### src/design/pts_pkg.sv
// Shared types and constants for the periodic timer bank.
package pts_pkg;

	localparam int NUM_TIMERS_DEF = 8;
	localparam int IVAL_W         = 31;
	localparam int IDX_W          = 3;
	localparam int MAX_RESULTS    = 8;
	localparam int NF_W           = $clog2(MAX_RESULTS + 1);

	localparam logic [1:0] REQ_START = 2'd0;
	localparam logic [1:0] REQ_STOP  = 2'd1;
	localparam logic [1:0] REQ_TICK  = 2'd2;

	typedef struct packed {
		logic [1:0]        req_type;
		logic [IDX_W-1:0]  timer_index;
		logic [IVAL_W-1:0] interval;
	} req_t;

	typedef struct packed {
		logic             fired;
		logic [IDX_W-1:0] fired_index;
		logic             was_running;
		logic             last;
	} res_t;

	typedef struct packed {
		logic single;
		logic tick_start;
		logic scan;
		logic finish;
	} cmd_t;

	typedef struct packed {
		logic scan_done;
	} sts_t;

endpackage

### src/design/periodic_timer_bank_scheduler.sv
// Top level of the periodic timer bank: controller plus datapath.
//
//  channel   ports                 handshake
//  request   req (req_t)           accepted when start && !busy
//  result    res (res_t)           one result per res_valid strobe
//
// Start, stop and reserved requests: one result in the cycle after acceptance, busy stays low.
// Tick: busy is high while the timer RAM is swept one
// timer per cycle through its single read port; fired results follow at most one per cycle,
// the final one in the same cycle that busy falls.
// Reset clears all armed bits; the RAM needs no clearing as only armed timers' words are used.
// Results cannot be stalled by the receiver.
module periodic_timer_bank_scheduler #(
	parameter int NUM_TIMERS = pts_pkg::NUM_TIMERS_DEF
) (
	input  logic          clk,
	input  logic          arst_n,
	input  logic          start,
	output logic          busy,
	input  pts_pkg::req_t req,
	output logic          res_valid,
	output pts_pkg::res_t res
);

	import pts_pkg::*;

	cmd_t cmd;
	sts_t sts;

	pts_ctrl u_ctrl (
		.clk     (clk),
		.arst_n  (arst_n),
		.start   (start),
		.req_type(req.req_type),
		.sts     (sts),
		.busy    (busy),
		.cmd     (cmd)
	);

	pts_dp #(
		.NUM_TIMERS(NUM_TIMERS)
	) u_dp (
		.clk      (clk),
		.arst_n   (arst_n),
		.req      (req),
		.cmd      (cmd),
		.sts      (sts),
		.res_valid(res_valid),
		.res      (res)
	);

endmodule

### src/design/pts_ram.sv
// Generic single write port RAM with registered read.
module pts_ram #(
	parameter int WIDTH = 8,
	parameter int DEPTH = 8,
	localparam int AW = (DEPTH > 1) ? $clog2(DEPTH) : 1
) (
	input  logic             clk,
	input  logic             we,
	input  logic [AW-1:0]    waddr,
	input  logic [WIDTH-1:0] wdata,
	input  logic             re,
	input  logic [AW-1:0]    raddr,
	output logic [WIDTH-1:0] rdata
);

	logic [WIDTH-1:0] mem_q [DEPTH];

	always_ff @(posedge clk) begin
		if (we) begin
			mem_q[waddr] <= wdata;
		end
		if (re) begin
			rdata <= mem_q[raddr];
		end
	end

endmodule

### src/design/pts_ctrl.sv
// Controller state machine: request decode and tick sweep sequencing.
module pts_ctrl (
	input  logic          clk,
	input  logic          arst_n,
	input  logic          start,
	input  logic [1:0]    req_type,
	input  pts_pkg::sts_t sts,
	output logic          busy,
	output pts_pkg::cmd_t cmd
);

	import pts_pkg::*;

	typedef enum logic {
		IDLE,
		SCAN
	} state_t;

	state_t state_q;
	logic   busy_q;
	logic   accept;

	assign accept = start && !busy_q && (state_q == IDLE);
	assign busy   = busy_q;

	always_comb begin
		cmd            = '0;
		cmd.single     = accept && (req_type != REQ_TICK);
		cmd.tick_start = accept && (req_type == REQ_TICK);
		cmd.scan       = (state_q == SCAN);
		cmd.finish     = (state_q == SCAN) && sts.scan_done;
	end

	always_ff @(posedge clk or negedge arst_n) begin
		if (!arst_n) begin
			state_q <= IDLE;
			busy_q  <= 1'b0;
		end else begin
			case (state_q)
				IDLE: begin
					if (accept && (req_type == REQ_TICK)) begin
						state_q <= SCAN;
						busy_q  <= 1'b1;
					end
				end
				SCAN: begin
					if (sts.scan_done) begin
						state_q <= IDLE;
						busy_q  <= 1'b0;
					end
				end
				default: begin
					state_q <= IDLE;
					busy_q  <= 1'b0;
				end
			endcase
		end
	end

	assert property (@(posedge clk) disable iff (!arst_n)
		busy_q == (state_q == SCAN))
		else $error("busy out of step with state");

	assert property (@(posedge clk) disable iff (!arst_n)
		cmd.tick_start |=> (state_q == SCAN))
		else $error("tick did not start sweep");

	assert property (@(posedge clk) disable iff (!arst_n)
		cmd.finish |=> (state_q == IDLE) && !busy_q)
		else $error("sweep did not return to idle");

endmodule

### src/design/pts_dp.sv
// Datapath: timer RAM, armed bits, tick sweep and result register.
module pts_dp #(
	parameter int NUM_TIMERS = pts_pkg::NUM_TIMERS_DEF
) (
	input  logic          clk,
	input  logic          arst_n,
	input  pts_pkg::req_t req,
	input  pts_pkg::cmd_t cmd,
	output pts_pkg::sts_t sts,
	output logic          res_valid,
	output pts_pkg::res_t res
);

	import pts_pkg::*;

	localparam int AW     = (NUM_TIMERS > 1) ? $clog2(NUM_TIMERS) : 1;
	localparam int CW     = $clog2(NUM_TIMERS + 1);
	localparam int WORD_W = 2 * IVAL_W;

	logic [NUM_TIMERS-1:0] armed_q;
	logic [CW-1:0]         cnt_q;
	logic                  proc_s1;
	logic [AW-1:0]         idx_s1;
	logic                  pend_v_q;
	logic [AW-1:0]         pend_idx_q;
	logic [NF_W-1:0]       nfire_q;
	logic                  res_valid_q;
	res_t                  res_q;

	logic              req_ok;
	logic [AW-1:0]     req_a;
	logic              was;
	logic              rd_en;
	logic              we;
	logic [AW-1:0]     waddr;
	logic [WORD_W-1:0] wdata;
	logic [WORD_W-1:0] rdata;
	logic [IVAL_W-1:0] rem;
	logic [IVAL_W-1:0] per;
	logic [IVAL_W-1:0] rem_dec;
	logic              tick_wr;
	logic              hit;
	logic              record;

	assign req_ok  = 32'(req.timer_index) < 32'(NUM_TIMERS);
	assign req_a   = AW'(req.timer_index);
	// reserved requests always report the timer as not running
	assign was     = req_ok && ((req.req_type == REQ_START) || (req.req_type == REQ_STOP))
		&& armed_q[req_a];
	assign rd_en   = cmd.scan && (cnt_q < CW'(NUM_TIMERS));
	assign rem     = rdata[IVAL_W-1:0];
	assign per     = rdata[WORD_W-1:IVAL_W];
	assign rem_dec = (rem != '0) ? rem - IVAL_W'(1) : rem;
	assign tick_wr = proc_s1 && armed_q[idx_s1];
	assign hit     = tick_wr && (rem_dec == '0);
	assign record  = hit && (nfire_q < NF_W'(MAX_RESULTS));

	assign sts.scan_done = (cnt_q == CW'(NUM_TIMERS)) && !proc_s1;
	assign res_valid     = res_valid_q;
	assign res           = res_q;

	always_comb begin
		if (cmd.single && (req.req_type == REQ_START) && req_ok) begin
			we    = 1'b1;
			waddr = req_a;
			wdata = {req.interval, req.interval};
		end else begin
			we    = tick_wr;
			waddr = idx_s1;
			wdata = {per, hit ? per : rem_dec};
		end
	end

	pts_ram #(
		.WIDTH(WORD_W),
		.DEPTH(NUM_TIMERS)
	) u_ram (
		.clk  (clk),
		.we   (we),
		.waddr(waddr),
		.wdata(wdata),
		.re   (rd_en),
		.raddr(cnt_q[AW-1:0]),
		.rdata(rdata)
	);

	always_ff @(posedge clk or negedge arst_n) begin
		if (!arst_n) begin
			armed_q     <= '0;
			cnt_q       <= '0;
			proc_s1     <= 1'b0;
			pend_v_q    <= 1'b0;
			nfire_q     <= '0;
			res_valid_q <= 1'b0;
		end else begin
			res_valid_q <= cmd.single || (record && pend_v_q) || cmd.finish;
			proc_s1     <= rd_en;
			if (cmd.single && req_ok) begin
				if (req.req_type == REQ_START) begin
					armed_q[req_a] <= (req.interval != '0);
				end else if (req.req_type == REQ_STOP) begin
					armed_q[req_a] <= 1'b0;
				end
			end
			if (cmd.tick_start) begin
				cnt_q    <= '0;
				pend_v_q <= 1'b0;
				nfire_q  <= '0;
			end else if (rd_en) begin
				cnt_q <= cnt_q + CW'(1);
			end
			if (record) begin
				pend_v_q <= 1'b1;
				nfire_q  <= nfire_q + NF_W'(1);
			end
		end
	end

	always_ff @(posedge clk) begin
		if (rd_en) begin
			idx_s1 <= cnt_q[AW-1:0];
		end
		if (record) begin
			pend_idx_q <= idx_s1;
		end
		if (cmd.single) begin
			res_q <= '{fired: 1'b0, fired_index: req.timer_index,
				was_running: was, last: 1'b1};
		end else if (record) begin
			res_q <= '{fired: 1'b1, fired_index: IDX_W'(pend_idx_q),
				was_running: 1'b0, last: 1'b0};
		end else if (cmd.finish) begin
			res_q <= '{fired: pend_v_q,
				fired_index: pend_v_q ? IDX_W'(pend_idx_q) : '0,
				was_running: 1'b0, last: 1'b1};
		end
	end

	assert property (@(posedge clk) disable iff (!arst_n)
		cmd.finish |=> res_valid_q && res_q.last)
		else $error("sweep end without final result");

	assert property (@(posedge clk) disable iff (!arst_n)
		cmd.single |=> res_valid_q && res_q.last && !res_q.fired)
		else $error("start/stop result malformed");

	assert property (@(posedge clk) disable iff (!arst_n)
		nfire_q <= NF_W'(MAX_RESULTS) && cnt_q <= CW'(NUM_TIMERS))
		else $error("sweep counters out of range");

	assert property (@(posedge clk) disable iff (!arst_n)
		proc_s1 |-> cmd.scan)
		else $error("timer processed outside sweep");

endmodule

### config.mk
export PLATFORM = sky130hd
export DESIGN_NAME = periodic_timer_bank_scheduler
export DESIGN_NICKNAME = d
export VERILOG_FILES = /design/src/design/pts_pkg.sv /design/src/design/periodic_timer_bank_scheduler.sv /design/src/design/pts_ram.sv /design/src/design/pts_ctrl.sv /design/src/design/pts_dp.sv
export SDC_FILE = /design/constraint.sdc
export NUM_CORES = 1
export LEC_CHECK = 0
export BUFFER_PORTS_ARGS = -buffer_cell sky130_fd_sc_hd__clkbuf_2
export CORE_ASPECT_RATIO = 1.5
export CORE_MARGIN = 8
export CORE_UTILIZATION = 62
export DETAILED_ROUTE_END_ITERATION = 12
export GPL_TIMING_DRIVEN = 1
export PLACE_DENSITY = 0.79
export RECOVER_POWER = 25
export SETUP_SLACK_MARGIN = 0.15
export SLEW_MARGIN = 20
export SYNTH_ARGS = -nofsm -noshare
export SYNTH_HDL_FRONTEND = slang
export SYNTH_SLANG_ARGS = --single-unit
### constraint.sdc
create_clock -name clk -period 6.6 [get_ports clk]
set_clock_uncertainty 0.2 [all_clocks]
set_input_delay 0 -clock clk [delete_from_list [all_inputs] [get_ports clk]]
set_output_delay 0 -clock clk [all_outputs]
set_load 0.05 [all_outputs]
* Word level (Yosys, flattened, before mapping) *
Memory sizes are Yosys's and may differ from the RTL's. A register that Yosys moved wholly into a read port is not among the register bits.
Index checks and enable logic that the tools add are counted.

word-level totals
  register bits after elaboration = 33
  bits in writable memories = 496
  output and inout port bits = 8
  memories = 1

operators by class
  $add $sub $neg = 3
  $lt $le $gt $ge = 5
  equality and inequality tests = 6
  muxes and demuxes = 32
  bitwise logic cells = 3
  reductions and logical operators = 30

memory list
  name              words  bits a word  read ports  clocked after Yosys merged registers in  write ports  line           RTL
  u_dp.u_ram.mem_q  8      62           1           1                                        1            pts_ram.sv:16  logic [WIDTH-1:0] mem_q [DEPTH];

operators with widths
  operator                                                                       count
  31-bit 2-to-1 mux                                                              2
  62-bit 2-to-1 mux                                                              1
  31-bit nonzero test                                                            2
  31-bit zero test                                                               1
  31-bit by 1-bit subtractor with 31-bit output (second input constant)          1
  4-bit 2-to-1 mux                                                               4
  8-bit 2-to-1 mux                                                               2
  1-bit logical AND                                                              14
  1-bit 2-to-1 mux                                                               12
  6-bit 2-to-1 mux                                                               2
  4-bit by 1-bit adder with 4-bit output (second input constant)                 2
  8-bit AND                                                                      1
  8-bit bitwise mux                                                              1
  3-bit by 4-bit less-than comparator with 1-bit output (second input constant)  2
  4-bit less-than comparator (second input constant)                             2
  8-bit inverter                                                                 1
  2-bit nonzero test                                                             4
  1-bit binary-select mux with 3-bit select                                      2
  3-bit 2-to-1 mux                                                               2
  5-bit 2-to-1 mux                                                               1
  4-bit == test (second input constant)                                          1
  2-bit inequality test (second input constant)                                  2
  1-bit one-hot mux with 2 select lines                                          2
  2-bit AND reduction                                                            2
  other kinds (10)                                                               13

* Longest topological paths before layout *
Gate-level depths: netlist (run 1).

  depth after elaboration = 8
  mapped depth = 14
  depth with buffers taken out = 11

* Cells and area by module *
A second synthesis (run 1) with hierarchy kept.

unflattened totals
  cell total of the unflattened synthesis = 1339
  area, all modules = 24756.2 sq um

modules (own cells, without submodules)
  module    times used  cells an instance  area an instance (sq um)
  pts_ram   1           792                20853.8
  pts_dp    1           534                3772.4
  pts_ctrl  1           13                 130.1

* Worst setup path after synthesis (run 1) *
OpenSTA, ideal clock, no wires.

  path kind = register to register
  from = register u_ctrl.busy_q, in the netlist u_ctrl.busy
  to = memory u_dp.u_ram.mem_q[1][0] (netlist name), enable pin
  setup time = 482 ps
  data arrival time = 4518 ps
  data required time = 5918 ps
  slack = 1400 ps
  cell stages (with the launch flop) = 9
  buffers on the path = 2
  path through = dfrtp_1 nor2_1 and2_1 nand2b_1 nor2_1 clkbuf_1 clkbuf_1 a21oi_1 nor2_1

between the ends
  longest elaborated chain between the ends = 8
  elaborated cells on any way between the ends = 9

ends and longest elaborated chain
  element                                 line            RTL
  from (decl)                             pts_ctrl.sv:20  logic busy_q;
  from (signal assigned)                  pts_ctrl.sv:37  busy_q <= 1'b0;
  from (signal assigned)                  pts_ctrl.sv:43  busy_q <= 1'b1;
  from (signal assigned)                  pts_ctrl.sv:49  busy_q <= 1'b0;
  1-bit zero test *                       pts_ctrl.sv:23  assign accept = start && !busy_q && (state_q == IDLE);
  1-bit logical AND * (2 in a row)        pts_ctrl.sv:23
  1-bit logical AND *                     pts_ctrl.sv:28  cmd.single = accept && (req_type != REQ_TICK);
  1-bit logical AND *                     pts_dp.sv:63    if (cmd.single && (req.req_type == REQ_START) && req_ok) begin
  1-bit 2-to-1 mux                        pts_dp.sv:63
  1-bit 2-to-1 mux                        pts_ram.sv:19   if (we) begin
  1-bit 2-to-1 mux (implied by the code)  pts_ram.sv:20   mem_q[waddr] <= wdata;
  to (decl)                               pts_ram.sv:16

Mark *: on every way between the ends. The rest lies on a longest branch, timed or not.

* Worst setup path after layout (run 1) *
  from = register u_ctrl.state_q
  to = memory u_dp.u_ram.mem_q[7][24] (netlist name), data pin

between the ends
  longest elaborated chain between the ends = 5

ends and longest elaborated chain
  element                         line            RTL
  from (decl)                     pts_ctrl.sv:19  state_t state_q;
  from (signal assigned)          pts_ctrl.sv:36  state_q <= IDLE;
  from (signal assigned)          pts_ctrl.sv:42  state_q <= SCAN;
  from (signal assigned)          pts_ctrl.sv:48  state_q <= IDLE;
  1-bit inverter                  pts_ctrl.sv:23
  1-bit logical AND               pts_ctrl.sv:23
  1-bit logical AND               pts_ctrl.sv:28
  1-bit logical AND               pts_dp.sv:63
  62-bit 2-to-1 mux               pts_dp.sv:63
  named net u_dp.u_ram.wdata[24]  pts_ram.sv:10   input logic [WIDTH-1:0] wdata,

The timed path passes the listed nets, and every way through them passes these cells.

==> metrics.md, run 1 <==
| Metric | Value |
|---|---|
| Status | finished with violations |
| Failing checks | capacitance limit, slew limit |
| Setup slack, reg-to-reg | 920 ps |
| CP max FO | 71 |
| Clock Root Buffer | clkbuf_16 |
| Starting DRC count in detailed routing | 1489 |
| Post-route ant nets | 0 |
| Hold Path End | u_dp.cnt_q[2] |
| Hold Violations, Final | 0 |
| Prevailing post-synth register cell | edfxtp_1 |
| Num ports | 47 |
| Largest net degree at the start of global routing | 130 |
| Period utilisation layout | 86.11% |
| CTS Buf Count | 50 |
| Peak VDD IR | 316.4 uV |
| DR pass1 iterations | 5 |
| RR Endpoint | u_dp.u_ram.mem_q[7][24] |
| Power Density | 255.5 mW/mm^2 |
| Netlist Area Pre-Place | 0.02442 sq mm |
| Port bufs | 46 |
| CTS sink count | 591 |
| Post-synthesis sequential area ratio | 72.16% |
| DIE HEIGHT | 259.1 um |
| Max frequency | 0.1760 GHz |
| Worst Hold Path Cells | 5 |
| Initial antenna violation count | 0 |
| Post-route DRC | 0 |
| R2R depth | 7 |
| CP Data Required Time | 6650 ps |
| Final Wtd Congestion | 0.9528 |
| Max clock buf depth | 3 |
| Cell taking the most area after synthesis | edfxtp_1 |
| Clock-pin transition on the worst setup and hold timing paths | 70 ps |
| CP Capture Type | flop |
| Yosys Warn Count | 0 |
| Initial Util | 62.48% |
| First-pass GRT wire length | 86.55 mm |
| Worst Path Arrival | 5740 ps |
| Hold_sp | start |
| Number of synthesized flops with an enable pin | 568 |
| Distinct cells, synth | 76 |
| Number of synthesized register bits | 591 |
| Setup tns final | 0 ps |
| Dpl cells | 1864 |
| RSZ-0062 raised after global routing | no |
| Post-Synthesis Cells | 1365 |
| Syn avg cell area | 17.89 sq um |
| Final HPWL DP | 31.61 mm |
| Critical-path cell with the highest stage delay | clkbuf_1 |
| CTS H-tree lvls | 2 |
| Die Wd | 178.0 um |
| CTS tree | built |
| Area of the core | 0.03909 sq mm |
| Footprint of the multi-input gates | 0.006456 sq mm |
| P_leak | 8.243 nW |
| Nets | 1505 |
| Share of post-route cells with drive strength above 1 | 22.76% |
| Max-slew violations | 368 |
| Non-Filler Instances | 1998 |
| Vias | 13710 |
| Inserted Diodes | 0 |
| GRT Total Usage | 25.50% |
| Vias/cell | 6.862 |
| Worst skew pair latency | 580 ps |
| Area delta synth->final | 11.18% |
| Cell chain of the critical path | nor2_1 -> and2_0 -> nand2b_1 -> nor2_4 -> clkbuf_1 -> nor3_1 -> nor3_1 |
| Die Area | 0.04613 sq mm |
| Rel. slew slack | -161.7% |
| Area contributors post-synth | edfxtp_1 (70%), mux4_2 (12%), mux2_2 (2.9%) |
| Final-report setup violation count | 0 |
| Post-DR wirelength/cell | 29.43 um |
| Worst hold-check path type | in2reg |
| Setup CP Type | reg2reg |
| Fill cells | 2318 |
| Synth Net Count | 1409 |
| CP startpoint kind | flop |
| FFs w/ async S/R, synth | 3.553% |
| Grt ovf | 0 |
| CP dominant cell by count | nor3_1 |
| Min Tclk post-route | 5683 ps |
| Rows | 89 |
| Launch point of the worst reg-to-reg path | u_ctrl.state_q |
| Yosys top cell area share | 69.84% |
| Crit path max-delay family | buffers and inverters |
| Crit-path max cell delay | 2790 ps |
| Bufs and invs on worst path | 1 |
| Number of global-route vias before repair | 13960 |
| Post-CTS Resized | 0 |
| Final WL | 58.80 mm |
| # Max-Cap Violations | 8 |
| Worst Max-Slew Pin Slew | 3925 ps |
| FF+latch area | 0.01763 sq mm |
-- cells in the mapped netlist, types with 4 or more instances --
cell / number
edfxtp_1: 568
a21oi_1: 34
mux2_2: 62
a31oi_1: 9
buf_4: 5
nor4_1: 18
ha_1: 5
nor2_1: 71
clkbuf_8: 4
nand2_1: 128
nand3_1: 11
inv_1: 13
clkbuf_1: 44
xnor2_1: 12
nand2b_1: 8
nand4b_1: 4
nor3_1: 73
xor2_1: 11
mux4_2: 127
or4_1: 6
a21o_1: 5
nand4_1: 9
a211oi_1: 4
dfrtp_1: 21
buf_1: 14
mux2i_1: 7
o211ai_1: 4
o21ai_0: 9
-- worst register-to-register path: cells and delay by family, from the launching register on --
kind                   cells  cell delay, ps
flip-flops                 1             420
AND/OR/NAND/NOR            6            1960
buffers and inverters      1            2790
-- routing by layer --
layer / up-vias / GRT usage (%) / routed length, um
met5: - / 0 / 0
met4: 0 / 10.36 / 2225
met3: 158 / 4.745 / 5517
met2: 887 / 43.56 / 30150
met1: 7013 / 31.69 / 20910
li1: 5653 / - / -
-- worst max path at each step --
stage / endpoint / startpoint / slack [ps] / cells past startpoint
3_5_place_dp: u_dp.u_ram.mem_q[0][8] / u_dp.u_ram.rdata[0] / 1880 / 12
6_report: u_dp.u_ram.mem_q[7][24] / u_ctrl.state_q / 920 / 7
5_1_grt: u_dp.cnt_q[1] / u_ctrl.state_q / 690 / 6
4_1_cts: u_dp.u_ram.mem_q[1][9] / u_dp.u_ram.rdata[0] / 1770 / 12
3_3_place_gp: u_dp.u_ram.mem_q[2][17] / u_dp.u_ram.rdata[0] / 2110 / 12
2_1_floorplan: u_dp.u_ram.mem_q[1][0] / u_ctrl.busy / 1400 / 8
-- per-stage QoR --
stage                     hold slack [ps]  utilization (%)  power (mW)  area [sq um]  setup WS, ps
after floorplan                    -495.6                -       4.136         24420          1400
after global placement             -187.9            64.48       4.169         25200          2109
after detailed placement           -180.7            64.53       4.169         25220          1883
after CTS                           233.1            69.55       6.936         27180          1772
after global routing                270.6            69.47       7.073         27150         687.8
final                               241.4            69.47       6.937         27150         917.0
-- power by group --
part / switching [mW] / internal (mW) / total [mW]
clock: 1.29 / 1.54 / 2.83
combinational: 0.0377 / 0.0278 / 0.0655
sequential: 0 / 4.04 / 4.04
-- flip-flops by register name, indices dropped and copies added (netlist names) --
name              cells
u_dp.armed_q          8
u_dp.u_ram.rdata     62
u_dp.proc_s1          1
u_dp.idx_s1           3
u_dp.cnt_q            4
u_dp.res_valid        1
u_ctrl.busy           1
u_dp.pend_v_q         1
u_dp.pend_idx_q       3
u_dp.res              6
u_dp.u_ram.mem_q    496
u_ctrl.state_q        1
u_dp.nfire_q          4
-- cell usage in the layout (no fill, tap or decap), types with 20 or more instances in the layout --
cell           Yosys  routed
nor3_1            73      73
nand2_1          128     128
a21oi_1           34      34
buf_4              5      20
dlygate4sd3_1      0      43
dfrtp_1           21      20
clkbuf_1          44      26
clkbuf_2           0      38
mux2_2            62      50
mux4_2           127     127
edfxtp_1         568     568
clkbuf_16          0      51
nor2_1            71      62
-- logic make-up after synthesis --
kind of cell,synth area share [%]
AO/OA/AOI/OAI,2.480
XOR/XNOR,0.8915
adder cells (fa/ha/maj),0.2562
buffers and inverters,1.686
flip-flops,72.16
multiplexers,14.86
AND/OR/NAND/NOR,7.670
-- repair_timing --
item / in CTS / in global routing
hold endpoints to repair: 547 / 21
hold buffers: 43 / 1
setup endpoints to repair: 0 / 0
buffers inserted: 0 / 0
-- cell type report --
class                      instances  share of cell area (%)
clock buffer                      63                   4.866
timing repair buffer             117                   3.180
multi-input combinational        688                   23.78
inverter                          13                  0.1797
sequential                       591                   64.91
clock inverter                    26                  0.7788
tap                              500                   2.304
Note: power is estimated with default switching activity, not from simulation.
==> inputs of run 2 (changes only) <==
ABC_AREA = 1   (was unset)
CORE_UTILIZATION = 63   (was 62)
PLACE_DENSITY = 0.8   (was 0.79)
==> run 2 against run 1 <==
  * The run still ends with capacitance limit, slew limit left
  * Critical path depth is 1 lower
  * Worst hold slack gained 17 ps
  * Clock power is 4% higher
  * Setup slack improved by 440 ps
==> metrics.md, run 2 <==
| Metric | Value |
|---|---|
| WHS | 258.0 ps (+16.64 ps) |
| Die Wd | 178.4 um (+0.21%) |
| Yosys Warn Count | 0 (unchanged) |
| Worst Max-Slew Pin Slew | 4357 ps (+432.2 ps) |
| Status | finished with violations |
| Final Core Density | 70.38% (+0.91 points) |
| Syn avg cell area | 11.28 sq um (-37%) |
| Initial Util | 63.59% (+1.1 points) |
| Top flop regs | u_dp.u_ram.mem_q (496), u_dp.u_ram.rdata (62), u_dp.armed_q (8) |
| Most common cell after layout, fill and taps aside | edfxtp_1 |
| Number of global-route vias before repair | 17000 (+22%) |
| Area after DPL | 0.02555 sq mm (+1.3%) |
| Worst Path Arrival | 5370 ps (-370 ps) |
| Power Density | 254.6 mW/mm^2 (-0.36%) |
| DIE HEIGHT | 259.6 um (+0.21%) |
| Starting DRC count in detailed routing | 2267 (+52%) |
| First-pass GRT wire length | 93.50 mm (+8.0%) |
| Top reg by flops | u_dp.u_ram.mem_q |
| Min Tclk post-route | 5243 ps (-440.2 ps) |
| Share of post-route cells with drive strength above 1 | 6.946% (-16 points) |
| Setup tns final | 0 ps (unchanged) |
| Setup CP Type | reg2reg |
| # Max-Cap Violations | 5 (-3) |
| GRT Total Usage | 26.14% (+0.64 points) |
| Post-Synthesis Cells | 2209 (+62%) |
| Worst setup slack after layout | 1357 ps (+440.2 ps) |
| Largest net degree at the start of global routing | 224 (+72%) |
| Hold Violations, Final | 0 (unchanged) |
| Grt ovf | 0 (unchanged) |
| Post-route cell area | 0.02759 sq mm (+1.6%) |
| Rel. slew slack | -190.5% (-29 points) |
| CTS sink count | 591 (unchanged) |
| Rows | 89 (unchanged) |
| Hold_sp | req[32] |
| CP Capture Type | flop |
| DR pass1 iterations | 7 (+2) |
| Yosys top cell area share | 68.42% (-1.4 points) |
| CP Data Required Time | 6730 ps (+80 ps) |
| Die Area | 0.04632 sq mm (+0.42%) |
| Inserted Diodes | 0 (unchanged) |
| Peak VDD IR | 319.2 uV (+0.89%) |
| Vias/cell | 6.313 (-8.0%) |
| Initial antenna violation count | 0 (unchanged) |
| Period utilisation layout | 79.44% (-6.7 points) |
| Distinct cells, synth | 40 (-47%) |
| FFs w/ async S/R, synth | 3.553% (unchanged) |
| Setup slack at placement | 2425 ps (+542.2 ps) |
| Final WL | 61.07 mm (+3.9%) |
| Launch point of the worst reg-to-reg path | u_dp.cnt_q[1] |
| CP max FO | 68 (-4.2%) |
| Footprint of the multi-input gates | 0.006431 sq mm (-0.39%) |
| FF+latch area | 0.01762 sq mm (about the same) |
| Fill cells | 2548 (+9.9%) |
| Final Power | 7.022 mW (+1.2%) |
| P_leak | 10.92 nW (+32%) |
| Synth Net Count | 2253 (+60%) |
| CP startpoint kind | flop |
| CTS Buf Count | 49 (-2.0%) |
| Dpl cells | 2655 (+42%) |
| Area delta synth->final | 10.67% |
| Final-report setup violation count | 0 (unchanged) |
| Post-CTS setup buffer count | 0 (unchanged) |
| Netlist Area Pre-Place | 0.02493 sq mm (+2.1%) |
| CTS H-tree lvls | 2 (unchanged) |
| Number of synthesized register bits | 591 (unchanged) |
| Worst skew pair latency | 580 ps (about the same) |
| RSZ-0062 raised after global routing | no |
| Failing checks | capacitance limit, slew limit |
| Cell taking the most area after synthesis | edfxtp_1 |
| Clock-pin transition on the worst setup and hold timing paths | 60 ps (about the same) |
| Post-DR wirelength/cell | 21.90 um (-26%) |
| Final Wtd Congestion | 0.9255 (-2.9%) |
| Num ports | 47 (unchanged) |
| Area of the core | 0.03920 sq mm (+0.29%) |
| Vias | 17610 (+28%) |
| Commonest cells in the netlist | edfxtp_1 (568), nor2_1 (512), o21ai_0 (319) |
| Max-slew violations | 274 (-26%) |
| Non-Filler Instances | 2789 (+40%) |
| Worst Setup SP | u_dp.cnt_q[1] |
| Max frequency | 0.1907 GHz (+8.4%) |
| Count leader, synth | edfxtp_1 |
| Post-route DRC | 0 (unchanged) |
| CTS tree | built |
| Max reg flops | 496 (unchanged) |
| Post-route ant nets | 0 (unchanged) |
| Port bufs | 46 (unchanged) |
| Clock Root Buffer | clkbuf_16 |
| Worst hold-check path type | in2reg |
| Commonest non-fill, non-tap cells in the layout | edfxtp_1 (568), nor2_1 (504), o21ai_0 (319) |
| Nets | 2298 (+53%) |
| Hold_buf cts | 46 (+7.0%) |
| Final HPWL DP | 35.67 mm (+13%) |
| Prevailing post-synth register cell | edfxtp_1 |
| Number of synthesized flops with an enable pin | 568 (unchanged) |
| Post-CTS Resized | 0 (unchanged) |
| Max clock buf depth | 3 (unchanged) |
| Post-synthesis sequential area ratio | 70.69% (-1.5 points) |
| Area contributors post-synth | edfxtp_1 (68%), nor2_1 (7.7%), o21ai_0 (6.4%) |
==> run 2: cells by family (layout without fill, tap and decap cells) <==
group	count (synthesis)	after routing	share of synthesized area, %
AND/OR/NAND/NOR	912	912	14.85
flip-flops	591	591	70.69
AO/OA/AOI/OAI	458	458	9.933
buffers and inverters	228	308	3.749
XOR/XNOR	15	15	0.5270
adder cells (fa/ha/maj)	5	5	0.2510
==> run 2: layer usage <==
layer / track usage [%] / vias up / share of wire (%)
li1: - / 7863 / -
met1: 32.51 / 8430 / 36
met2: 44.22 / 1105 / 50
met3: 4.369 / 209 / 9.5
met4: 12.00 / 0 / 4.3
met5: 0 / - / 0
==> run 2: critical path, stage by stage, from the launching register on <==
cell and delay (ps):
dfrtp_1 1390, inv_4 910, clkbuf_1 1390, o21ai_0 380, o22ai_1 250, nor2_1 70
a31oi_1 360
==> run 2: where the power goes <==
group / internal [mW] / total, mW / switching (mW)
Sequential: 4.04 / 4.04 / 0
Clock: 1.64 / 2.93 / 1.29
Combinational: 0.0247 / 0.0496 / 0.0249
Total: 5.71 / 7.02 / 1.32
==> run 2: cell type report <==
type                       count  area share (%)
sequential                   591           63.88
multi-input combinational   1390           23.31
clock buffer                  55           4.526
timing repair buffer         114           3.275
tap                          500           2.268
inverter                     108           1.506
clock inverter                31           1.234
==> run 2: path summary, 6_finish.rpt <==
kind	cells past startpoint	end	slack, ps
worst min register to register	2	u_ctrl.busy	300
max in group asynchronous	4	u_dp.armed_q[5]	4800
min in group asynchronous	4	u_dp.proc_s1	680
worst max register to register	6	u_dp.u_ram.rdata[10]	1360
worst max-delay path	6	u_dp.u_ram.rdata[10]	1360
worst min-delay path	6	u_dp.armed_q[5]	260
